## src/sv/lrk_pkg.sv

```systemverilog
// Package: sizes, command codes, state codes and control structs for the run scanner.
`timescale 1ns / 1ps
`default_nettype none
package lrk_pkg;
	localparam int MAX_LEN = 2048;
	localparam int ADDR_W  = $clog2(MAX_LEN);
	localparam int CNT_W   = $clog2(MAX_LEN + 1);
	localparam int SYM_W   = 5;
	localparam int CHG_W   = 12;
	localparam int LEN_W   = 12;
	localparam int CMP_W   = (CNT_W > CHG_W) ? CNT_W : CHG_W;

	typedef enum logic [1:0] {
		CMD_APPEND = 2'd0,
		CMD_QUERY  = 2'd1,
		CMD_CLEAR  = 2'd2
	} cmd_t;

	typedef enum logic [1:0] {
		SC_IDLE   = 2'd0,
		SC_CHECK  = 2'd1,
		SC_UPDATE = 2'd2,
		SC_DONE   = 2'd3
	} scan_state_t;

	typedef struct packed {
		logic             start;
		logic [SYM_W-1:0] target;
		logic [CHG_W-1:0] budget;
		logic [CNT_W-1:0] length;
	} scan_req_t;

	typedef struct packed {
		logic             idle;
		logic             done;
		logic [CNT_W-1:0] best;
	} scan_stat_t;
endpackage
`default_nettype wire

```

## src/sv/lrk_scan.sv

```systemverilog
// Window scanner: two pointers over the store; each step is a check, then an update.
`timescale 1ns / 1ps
`default_nettype none
module lrk_scan
	import lrk_pkg::*;
(
	input  wire logic              clk,
	input  wire logic              arst_n,
	input  wire scan_req_t         req,
	input  wire logic              take,
	input  wire logic [SYM_W-1:0]  sym_hi,
	input  wire logic [SYM_W-1:0]  sym_lo,
	output logic      [ADDR_W-1:0] addr_hi,
	output logic      [ADDR_W-1:0] addr_lo,
	output scan_stat_t             stat
);
	scan_state_t      state_q, state_n;
	logic [CNT_W-1:0] hi_q, lo_q, miss_q, len_q, budget_q;
	logic [SYM_W-1:0] target_q;
	logic [CNT_W-1:0] miss_add, miss_n, lo_n, budget_sat;
	logic             over;

	// saturate allowed changes to the stored length
	assign budget_sat = (CMP_W'(req.budget) > CMP_W'(req.length)) ? req.length
		: CNT_W'(req.budget);

	assign addr_hi = hi_q[ADDR_W-1:0];
	assign addr_lo = lo_q[ADDR_W-1:0];

	always_comb begin
		miss_add = miss_q + CNT_W'(sym_hi != target_q);
		over     = miss_add > budget_q;
		miss_n   = over ? (miss_add - CNT_W'(sym_lo != target_q)) : miss_add;
		lo_n     = over ? (lo_q + CNT_W'(1)) : lo_q;
	end

	always_ff @(posedge clk or negedge arst_n) begin
		if (!arst_n) begin
			state_q <= SC_IDLE;
		end else begin
			state_q <= state_n;
		end
	end

	always_ff @(posedge clk or negedge arst_n) begin
		if (!arst_n) begin
			hi_q     <= '0;
			lo_q     <= '0;
			miss_q   <= '0;
			len_q    <= '0;
			budget_q <= '0;
			target_q <= '0;
		end else begin
			if (state_q == SC_IDLE && req.start) begin
				hi_q     <= '0;
				lo_q     <= '0;
				miss_q   <= '0;
				len_q    <= req.length;
				budget_q <= budget_sat;
				target_q <= req.target;
			end else if (state_q == SC_UPDATE) begin
				hi_q   <= hi_q + CNT_W'(1);
				lo_q   <= lo_n;
				miss_q <= miss_n;
			end
		end
	end

	always_comb begin
		state_n   = state_q;
		stat.idle = 1'b0;
		stat.done = 1'b0;
		stat.best = len_q - lo_q;
		case (state_q)
			SC_IDLE: begin
				stat.idle = 1'b1;
				if (req.start) begin
					state_n = SC_CHECK;
				end
			end
			SC_CHECK: begin
				state_n = (hi_q == len_q) ? SC_DONE : SC_UPDATE;
			end
			SC_UPDATE: begin
				state_n = SC_CHECK;
			end
			SC_DONE: begin
				stat.done = 1'b1;
				if (take) begin
					state_n = SC_IDLE;
				end
			end
			default: begin
				state_n = SC_IDLE;
			end
		endcase
	end

	a_lo_le_hi: assert property (@(posedge clk) disable iff (!arst_n)
		lo_q <= hi_q) else $error("window start passed window end");
	a_hi_le_len: assert property (@(posedge clk) disable iff (!arst_n)
		state_q != SC_IDLE |-> hi_q <= len_q) else $error("scan ran past stored length");
	a_miss_fit: assert property (@(posedge clk) disable iff (!arst_n)
		miss_q <= hi_q - lo_q) else $error("miss count exceeds window size");
	a_hi_step: assert property (@(posedge clk) disable iff (!arst_n)
		state_q == SC_UPDATE |=> hi_q == $past(hi_q) + CNT_W'(1))
		else $error("end pointer did not advance");
endmodule
`default_nettype wire
```

## config.mk

```make
export PLATFORM = sky130hd
export DESIGN_NAME = lrk_scan
export DESIGN_NICKNAME = d
export VERILOG_FILES = /design/src/sv/lrk_pkg.sv /design/src/sv/lrk_scan.sv
export SDC_FILE = /design/constraint.sdc
export NUM_CORES = 1
export LEC_CHECK = 0
export ABC_AREA = 1
export BUFFER_PORTS_ARGS = -buffer_cell sky130_fd_sc_hd__buf_2
export CAP_MARGIN = 0
export CELL_PAD_IN_SITES_DETAIL_PLACEMENT = 0
export CELL_PAD_IN_SITES_GLOBAL_PLACEMENT = 2
export CORE_MARGIN = 2
export CORE_UTILIZATION = 33
export DETAILED_ROUTE_END_ITERATION = 16
export HOLD_SLACK_MARGIN = 0.02
export PLACE_DENSITY_LB_ADDON = 0.1
export SYNTH_ARGS = -nofsm -noshare
export SYNTH_HDL_FRONTEND = slang
export SYNTH_SLANG_ARGS = --single-unit
export TNS_END_PERCENT = 20
```

## constraint.sdc

```tcl
create_clock -name clk -period 4.5 [get_ports clk]
set_clock_uncertainty 0.05 [all_clocks]
set_input_delay 0.675 -clock clk [delete_from_list [all_inputs] [get_ports clk]]
set_output_delay 0.675 -clock clk [all_outputs]
set_load 0.02 [all_outputs]
```

# Yosys cells after proc, flatten, opt, wreduce, memory -nomap -nowiden
# Cells that the tools add are included.
# W data, S select, Z words.
[totals] reg_bits=67 inputBits=43 output_inout_bits=36 elab_cells=43
[classes] n_addsub=5 n_lt_le_gt_ge=2 eq_ne=8 muxes=15 reduce_logical=6
[op_table] operator="$mux W12" n=9
[op_table] operator="$add A12 B1 Y12 const B" n=2
[op_table] operator="$gt A12 B12 Y1" n=2
[op_table] operator="$add A12 B1 Y12" n=1
[op_table] operator="$eq A12 B12 Y1" n=1
[op_table] operator="$sub A12 B1 Y12" n=1
[op_table] operator="$sub A12 B12 Y12" n=1
[op_table] operator="$ne A5 B5 Y1" n=2
[op_table] operator="$pmux W2 S4" n=1
[op_table] operator="$eq A2 B2 Y1 const B" n=2
[op_table] operator="$mux W2" n=2
[op_table] operator="$ne A2 B2 Y1 const B" n=2
[op_table] operator="$reduce_and A2 Y1" n=2
[op_table] operator="$reduce_bool A2 Y1" n=2
[op_table] operator="$mux W1" n=3
[op_table] operator="$eq A2 B1 Y1 const B" n=1
[op_table] operator="$logic_not A2 Y1" n=1
[op_table] operator="$logic_and A1 B1 Y1" n=1

# Logic depth before layout (Yosys ltp)
# Gate-level depths: netlist of run 1.
[depth] ltp_word=6 mapped_depth=25 mapped_depth_nobuf=24

# Worst setup path before layout of run 1
# OpenSTA, ideal clock, no wires.
[synth_path] path_type="input to register" startpoint="input port sym_hi[0]" endpoint="register lo_q[10]" setup_ps=118 t_arrival_ps=3206 required_time_ps=4332 slack_ps=1126 stages=23 path_buffers=1 cell_sequence="xor2_1 nor2_1 nand4_1 ha_1 ha_1 nand3_2 inv_1 nand3_1 xor2_1 inv_1 ha_1 nand2_1 inv_1 nand3_1 nor2_1 nand4_1 nor2_1 nor2_1 nand2_4 nand3_4 buf_4 nand3_1 nand2_1"
[synth_via] elab_chain_len=5
[synth_lines] element="start, declared" line="lrk_scan.sv:11" rtl="input wire logic [SYM_W-1:0] sym_hi,"
[synth_lines] element="$ne A5 B5 Y1" line="lrk_scan.sv:31" rtl="miss_add = miss_q + CNT_W'(sym_hi != target_q);"
[synth_lines] element="$add A12 B1 Y12" line="lrk_scan.sv:31"
[synth_lines] element="$gt A12 B12 Y1" line="lrk_scan.sv:32" rtl="over = miss_add > budget_q;"
[synth_lines] element="$reduce_bool A2 Y1 (no line)"
[synth_lines] element="$reduce_and A2 Y1 (no line)"
[synth_lines] element="end signal, assigned" line="lrk_scan.sv:63" rtl="lo_q <= lo_n;"
[synth_lines] element="end, declared" line="lrk_scan.sv:18" rtl="logic [CNT_W-1:0] hi_q, lo_q, miss_q, len_q, budget_q;"
# Every way passes these cells.
# A chain may end at the register's enable or synchronous reset.

# Worst setup path in the final report of run 1
[layout_path] startpoint="input port sym_hi[0]" endpoint="register lo_q[9]"
# Same word-level chain as after synthesis.

==> summary.md, run 1 <==
| Metric | Value |
|---|---|
| Hold_buf cts | 0 |
| Postcts setup bufs | 0 |
| Ys async rst share | between 90% and 100% |
| Initial core utilization | approximately a third |
| Routed vias | approximately 4.7k |
| Slowest cell delay on critical path | around 0.28 ns |
| Port buffer count | around 80 |
| Status | complete, no violations |
| GRT Overall Usage | 18.46% |
| Full die area | 16740 sq um |
| DRC violation total after the first TritonRoute iteration | roughly 290 |
| Critical path class | in -> reg |
| Met3 usage | 2.642% |
| Post-synth EDFFs | 0 |
| Syn_area_per_cell | between 7 and 8 sq um |
| WP buf/inv | 5 |
| Most used routing layer | met2 |
| Max clock buf depth | 2 |
| Die Width | roughly 130 microns |
| Delay-heaviest family, CP | simple AND/OR/NAND/NOR gates |
| Share of cells above drive strength 1 | 13.63% |
| Layout net count | slightly below 900 |
| Pre-antenna DRT Iters | 4 |
| Worst Tran Pin Value | roughly 1.2 ns |
| CP required | 4.73 ns |
| Number of global-route vias before repair | roughly 4.6k |
| Setup tns final | 0 ns |
| Final Cycle Share | between 80% and 90% |
| Relative slew slack | between 10% and 20% |
| Data arrival, critical path | between 3 and 4 ns |
| # clock sinks | 67 |
| LEAKAGE | 3.273 nW |
| Crit path capture type | flip-flop |
| Htree depth | 3 |
| Post-route ant nets | 0 |
| Worst Setup Start Kind | primary input |
| Cts repair resizes | 0 |
| Final setup viols | 0 |
| Vias per cell | around 4.7 |
| CP max-delay cell | ha_1 |
| GR met1 Demand/Resource | between 20% and 30% |
| Die H | between 100 and 150 microns |
| Maximum vdd drop | about 0.26 mV |
| CP Max Fanout | 14 |
| Num CTS Buffers | 9 |
| # diodes | 0 |
| # rows | 45 |
| Top cell type's share of synthesized area | 32.32% |
| Max_cap viols | 0 |
| Layout area overhead | 14.13% |
| CP Cell Sequence | buf_2 -> xor2_1 -> nor2_1 -> nand4_1 -> ha_1 -> ha_1 -> nand3_2 -> inv_1 -> nand3_1 -> xor2_1 -> inv_1 -> ha_1 -> nand2_1 -> inv_1 -> nand3_1 -> nor2_1 -> nand4_1 -> nor2_1 -> nor2_1 -> nand2_4 -> nand3_4 -> inv_2 -> nand2_1 -> nand2_1 |
| TritonCTS clock tree | built |
| Period minus WS final | roughly 3.7 ns |
| Gp weighted congestion | approximately 0.83 |
| Post-route DRC | 0 |
| Clk_lat worst skew | about 0.34 ns |
| Pwr dens | 595.3 nW/um^2 |
| Mapped Cells | slightly above 700 |
| Synthesized cell area | around 5200 sq um |
| Main synth FF type | dfrtp_1 |
| Top cells by count, synth | 184 x nand2_1, 107 x inv_1, 67 x dfrtp_1, 60 x nand3_1, 56 x nor2_1 |
| Fin. max-slew vios | 0 |
| Pin count of the biggest net entering global routing | 46 |
| Top-count cell post-synth | nand2_1 |
| Unrepaired setup endpoints after global routing | false |
| Final WL | 14.65 mm |
| Critical path origin | sym_hi[0] |
| Layout fillers | between 1.5k and 2k |
| Path category of the worst min-delay check | in -> async |
| Area contributors post-synth | dfrtp_1 32%, nand2_1 13%, ha_1 9.6%, inv_1 7.7%, nand3_1 5.8% |
| Clock-pin slew on the worst setup and hold paths | 0.06 ns |
| Biggest area consumer among synthesized cells | dfrtp_1 |
| Final-report hold violation count | 0 |
| # IOs | about 80 |
| Grt ovf | 0 |
| Sequential area share after synthesis | between 30% and 40% |
| Hpwl dp | 11.38 mm |
| Syn Nets | 810 |
| First-pass GRT wire length | between 20 and 25 mm |
| Highest clock rate | ~270 MHz |
| Routed length per instance | around 15 microns |
| Most used cell, CP | nor2_1 |
| Distinct cells, synth | 40 |
| Antenna violations before repair | 0 |
| Crit Reg-Reg Startpoint | target_q[1] |
| Synth Register Bits | 67 |
| Root cell of the clock tree | clkbuf_16 |
| YS warnings | 0 |
| Hold WS | 0.4070 ns |
| Core box area | 15260 sq um |
| Met2 usage | between 20 and 30% |
-- state kept, by name (all words and copies together), names as in the netlist --
register  count
budget_q     12
hi_q         12
len_q        12
lo_q         12
miss_q       12
state_q       2
target_q      5
-- layer usage --
metal  share of wire, %  up-vias
met3                3.1       18
met1                 50     2179
met4                1.5        0
met2                 46       83
met5                  0        -
li1                   -     2443
-- final cells by class --
type	count	area, sq um	share of cell area [%]
clock buffer	11	242.7	4.100
clock inverter	4	51.30	0.8664
inverter	109	409.1	6.910
multi-input combinational	511	2849	48.12
sequential	67	1677	28.32
tap	211	264.0	4.459
timing repair buffer	83	427.9	7.227
-- layout by cell type (no fill, tap or decap), types with 2 or more instances in the layout --
cell / instances
nand3_2: 3
ha_1: 40
a211oi_1: 3
nand2_1: 184
xor2_1: 29
nor3_1: 6
buf_4: 5
o32ai_1: 2
xnor2_1: 9
o21ai_0: 47
clkbuf_16: 9
o31ai_1: 2
dfrtp_1: 67
nand3_1: 60
o21bai_1: 2
nor2_1: 56
nand2_2: 2
o22ai_1: 13
nor4_1: 5
buf_2: 78
nand4_1: 12
inv_1: 107
a21oi_1: 22
-- per-stage QoR --
| step | power [mW] | area [sq um] | setup WS, ns | utilization (%) | cells |
|---|---|---|---|---|---|
| 5_1_grt | 3.854 | 5921 | 0.3034 | 38.80 | 996 |
| 4_1_cts | 3.580 | 5921 | 0.7249 | 38.80 | 996 |
| 2_1_floorplan | 2.297 | 5187 | 1.126 | - | 726 |
| 6_report | 3.525 | 5921 | 0.7547 | 38.80 | 996 |
| 3_5_place_dp | 2.850 | 5627 | 0.4007 | 36.88 | 981 |
| 3_3_place_gp | 2.824 | 5627 | 0.4562 | 36.88 | 981 |
-- final timing paths --
| path | slack [ns] | cells past startpoint | endpoint |
|---|---|---|---|
| max in group asynchronous | 3.02 | 2 | state_q[0] |
| min | 0.41 | 1 | lo_q[8] |
| min in group clk | 0.45 | 2 | miss_q[11] |
| max | 0.75 | 24 | lo_q[9] |
| max reg2reg | 0.76 | 24 | lo_q[9] |
| min reg2reg | 0.45 | 2 | miss_q[11] |
-- cell families after synthesis --
group | count (synthesis) | share of synthesized area, %
AO/OA/AOI/OAI | 99 | 10.83
XOR/XNOR | 38 | 6.416
adder cells (fa/ha/maj) | 41 | 10.03
buffers and inverters | 148 | 12.76
flip-flops | 67 | 32.32
AND/OR/NAND/NOR | 333 | 27.64
-- report_power, final --
group | internal, mW | switching, mW | total, mW
clock | 0.441 | 0.275 | 0.716
combinational | 0.650 | 1.17 | 1.82
sequential | 0.783 | 0.207 | 0.990
(Power assumes the default switching activity.)
==> inputs of run 2 (changes only) <==
--- a/config.mk
+++ b/config.mk
@@ -5,13 +5,13 @@
 export SDC_FILE = /design/constraint.sdc
 export NUM_CORES = 1
 export LEC_CHECK = 0
-export ABC_AREA = 1
+export ABC_AREA = 0
 export BUFFER_PORTS_ARGS = -buffer_cell sky130_fd_sc_hd__buf_2
 export CAP_MARGIN = 0
 export CELL_PAD_IN_SITES_DETAIL_PLACEMENT = 0
 export CELL_PAD_IN_SITES_GLOBAL_PLACEMENT = 2
 export CORE_MARGIN = 2
-export CORE_UTILIZATION = 33
+export CORE_UTILIZATION = 31
 export DETAILED_ROUTE_END_ITERATION = 16
 export HOLD_SLACK_MARGIN = 0.02
 export PLACE_DENSITY_LB_ADDON = 0.1
==> constraint.sdc (replaced) <==
create_clock -name clk -period 3.35 [get_ports clk]
set_clock_uncertainty 0.05 [all_clocks]
set_input_delay 0.5025 -clock clk [delete_from_list [all_inputs] [get_ports clk]]
set_output_delay 0.5025 -clock clk [all_outputs]
set_load 0.02 [all_outputs]
==> run 2 against run 1 <==
Utilization rose by 1.1 points. The run now ends with setup timing left. Clock power rose by 34%. Critical path depth fell by 6. Cell count fell by 5.4%. Sequential power rose by 59%. Final area rose by 11%. Sequential share of layout area fell by 2.9 points. Wire length rose by 2.0%. Highest routed layer unchanged. Via count fell by 3.0%. Non-clock buffer count rose by 57.
==> summary.md, run 2 <==
| Metric | Value |
|---|---|
| Layout net count | approximately 800 |
| Final setup viols | 24 |
| # IOs | a little under 80 |
| CP required | between 3 and 4 ns |
| Post-place setup slack | -0.7260 ns |
| Number of global-route vias before repair | around 4.6k |
| Mapped Cells | slightly above 600 |
| Top cell type's share of synthesized area | around a third |
| # clock sinks | 67 |
| Sequential area share after synthesis | 32.11% |
| Highest clock rate | ~270 MHz |
| Antenna violations before repair | 0 |
| Commonest non-fill, non-tap cell in the layout | buf_2 |
| Die Width | around 130 microns |
| Unrepaired setup endpoints after global routing | true |
| # rows | 47 |
| Final WL | 14.95 mm |
| Data arrival, critical path | between 3 and 4 ns |
| Final Cycle Share | 110.5% |
| Period minus WS final | ~3.7 ns |
| CP Max Fanout | 8 |
| Area contributors post-synth | dfrtp_1 32%, ha_1 9.6%, nand2_1 5.7%, o21ai_0 5.0%, xnor2_1 4.2% |
| Vias per cell | approximately 4.9 |
| Clock power share | approximately an eighth |
| Hold_buf cts | 0 |
| Crit Reg-Reg Startpoint | target_q[4] |
| Initial core utilization | 31.60% |
| Fin. max-slew vios | 0 |
| Share of cells above drive strength 1 | a little over a quarter |
| Path category of the worst min-delay check | in -> async |
| Routed length per instance | 15.87 microns |
| TritonCTS clock tree | built |
| P_int | 3.880 mW |
| First-pass GRT wire length | ~24 mm |
| Critical path class | reg -> reg |
| Post-synth EDFFs | 0 |
| YS warnings | 0 |
| Synth Register Bits | 67 |
| Placed insts | a little over 900 |
| # diodes | 0 |
| Htree depth | 3 |
| Crit path capture type | flip-flop |
| Clock-pin slew on the worst setup and hold paths | roughly 0.06 ns |
| Layout area overhead | 26.38% |
| Clk_lat worst skew | roughly 0.34 ns |
| Grt ovf | 0 |
| Biggest area consumer among synthesized cells | dfrtp_1 |
| Non-filler cells, final | 942 |
| Distinct cells, synth | between 60 and 70 |
| Pwr dens | 1096 nW/um^2 |
| Worst Setup Start Kind | flip-flop |
| Port buffer count | ~80 |
| Num CTS Buffers | 9 |
| Gate power share | between 60% and 70% |
| Sequential share of power | a little over a fifth |
| Ys async rst share | 100.0% |
| Top cells by count, synth | 79 x nand2_1, 67 x dfrtp_1, 52 x o21ai_0, 50 x inv_1, 40 x ha_1 |
| Syn Nets | roughly 700 |
| Pre-antenna DRT Iters | 4 |
| Max_cap viols | 0 |
| Post-route DRC | 0 |
| DRC violation total after the first TritonRoute iteration | 224 |
| Pwr Total | about 7.2 mW |
| Die H | around 130 microns |
| Top-count cell post-synth | nand2_1 |
| Main synth FF type | dfrtp_1 |
| Relative slew slack | slightly above 40% |
| Final-report hold violation count | 0 |
| Routed vias | ~4.6k |
| LEAKAGE | between 3 and 4 nW |
| Pin count of the biggest net entering global routing | 43 |
| GRT Overall Usage | roughly 17% |
| Hold WS | 0.1625 ns |
| Sw Share | between 40% and 50% |
| Critical path origin | target_q[4] |
| Max clock buf depth | 2 |
| Setup tns final | -7.325 ns |
| Hpwl dp | 11.58 mm |
| Net switching power | 3.354 mW |
| Worst Tran Pin Value | around 0.90 ns |
| Most frequent cells in the layout | 78 x buf_2, 77 x nand2_1, 66 x dfrtp_1, 55 x buf_4 |
| Syn_area_per_cell | 8.518 sq um |
| Final WS setup | -0.3523 ns |
| Core box area | ~17000 sq um |
| Synthesized cell area | ~5200 sq um |
| Post-route ant nets | 0 |
| Gp weighted congestion | 0.8257 |
| Maximum vdd drop | approximately 0.43 mV |
| Root cell of the clock tree | clkbuf_16 |
| Full die area | between 15000 and 20000 sq um |
| Status | finished, violations left |
| Failing checks | setup timing |
## run 2: cell type report
cell class                      instances  area [sq um]
Timing Repair Buffer                  140         908.4
Inverter                               50         187.7
Multi-Input combinational cell        450          3254
Fill cell                            1710          9926
Sequential cell                        67          1678
Tap cell                              220         275.3
Clock inverter                          2         35.03
Clock buffer                           13         260.3
## run 2: through the flow
| stage | instance area [sq um] | util (%) |
|---|---|---|
| finish | 6599 | 39.93 |
| global placement | 6085 | 36.82 |
| floorplan | 5283 | - |
| global route | 6599 | 39.93 |
| detailed placement | 6085 | 36.82 |
| CTS | 6520 | 39.46 |
## run 2: what timing repair did
| action | 4_1_cts | 5_1_grt |
|---|---|---|
| pin swaps | 16 | 2 |
| buffers inserted | 8 | 2 |
| gates resized for setup | 17 | 17 |
| endpoints found under the setup margin | 26 | 29 |
## run 2: cells by family after synthesis
| logic type | count (synthesis) | share of synthesized area, % |
|---|---|---|
| compound gates | 130 | 16.99 |
| buf+inv | 96 | 9.130 |
| xor+xnor | 45 | 7.549 |
| flops | 67 | 32.11 |
| mux | 21 | 4.026 |
| simple gates | 213 | 20.23 |
| fa+ha+maj | 41 | 9.969 |
## run 2: worst max-delay path, stage by stage, from the launching register on
cell	delay, ns
dfrtp_1	0.39
xor2_1	0.15
nor3_1	0.18
nand3_1	0.17
ha_4	0.23
ha_4	0.16
nand2_4	0.06
nor2_4	0.04
nand3_2	0.09
xor2_2	0.17
inv_2	0.07
ha_4	0.26
and4_4	0.21
nand4_1	0.13
a221o_2	0.47
a2111oi_4	0.41
buf_4	0.17
xnor2_1	0.11
nor2_1	0.05
## run 2: power by group through the flow
stage          registers, mW  clock network (mW)  logic [mW]
3_5_place_dp            1.58                   0        4.47
3_3_place_gp            1.58                   0        4.43
6_report                1.57               0.961        4.71
5_1_grt                 1.62                1.03        5.24
4_1_cts                 1.57               0.993        4.63
2_1_floorplan           1.40                   0        3.21
## run 2: layer usage
metal,wire [microns],global-route usage (%),vias to the layer above
met5,0,0,-
met4,121,3.310,0
met3,582,3.704,11
met2,6982,28.46,90
met1,7260,23.65,2149
li1,-,-,2333
## run 2: path summary, 6_finish.rpt
kind | to | slack [ns] | cells after the start
min in group clk | state_q[1] | 0.31 | 2
setup / recovery | lo_q[3] | -0.35 | 18
hold reg to reg | budget_q[10] | 0.43 | 2
hold / removal | lo_q[7] | 0.16 | 1
max in group asynchronous | budget_q[5] | 2.41 | 2
setup reg to reg | lo_q[3] | -0.35 | 18
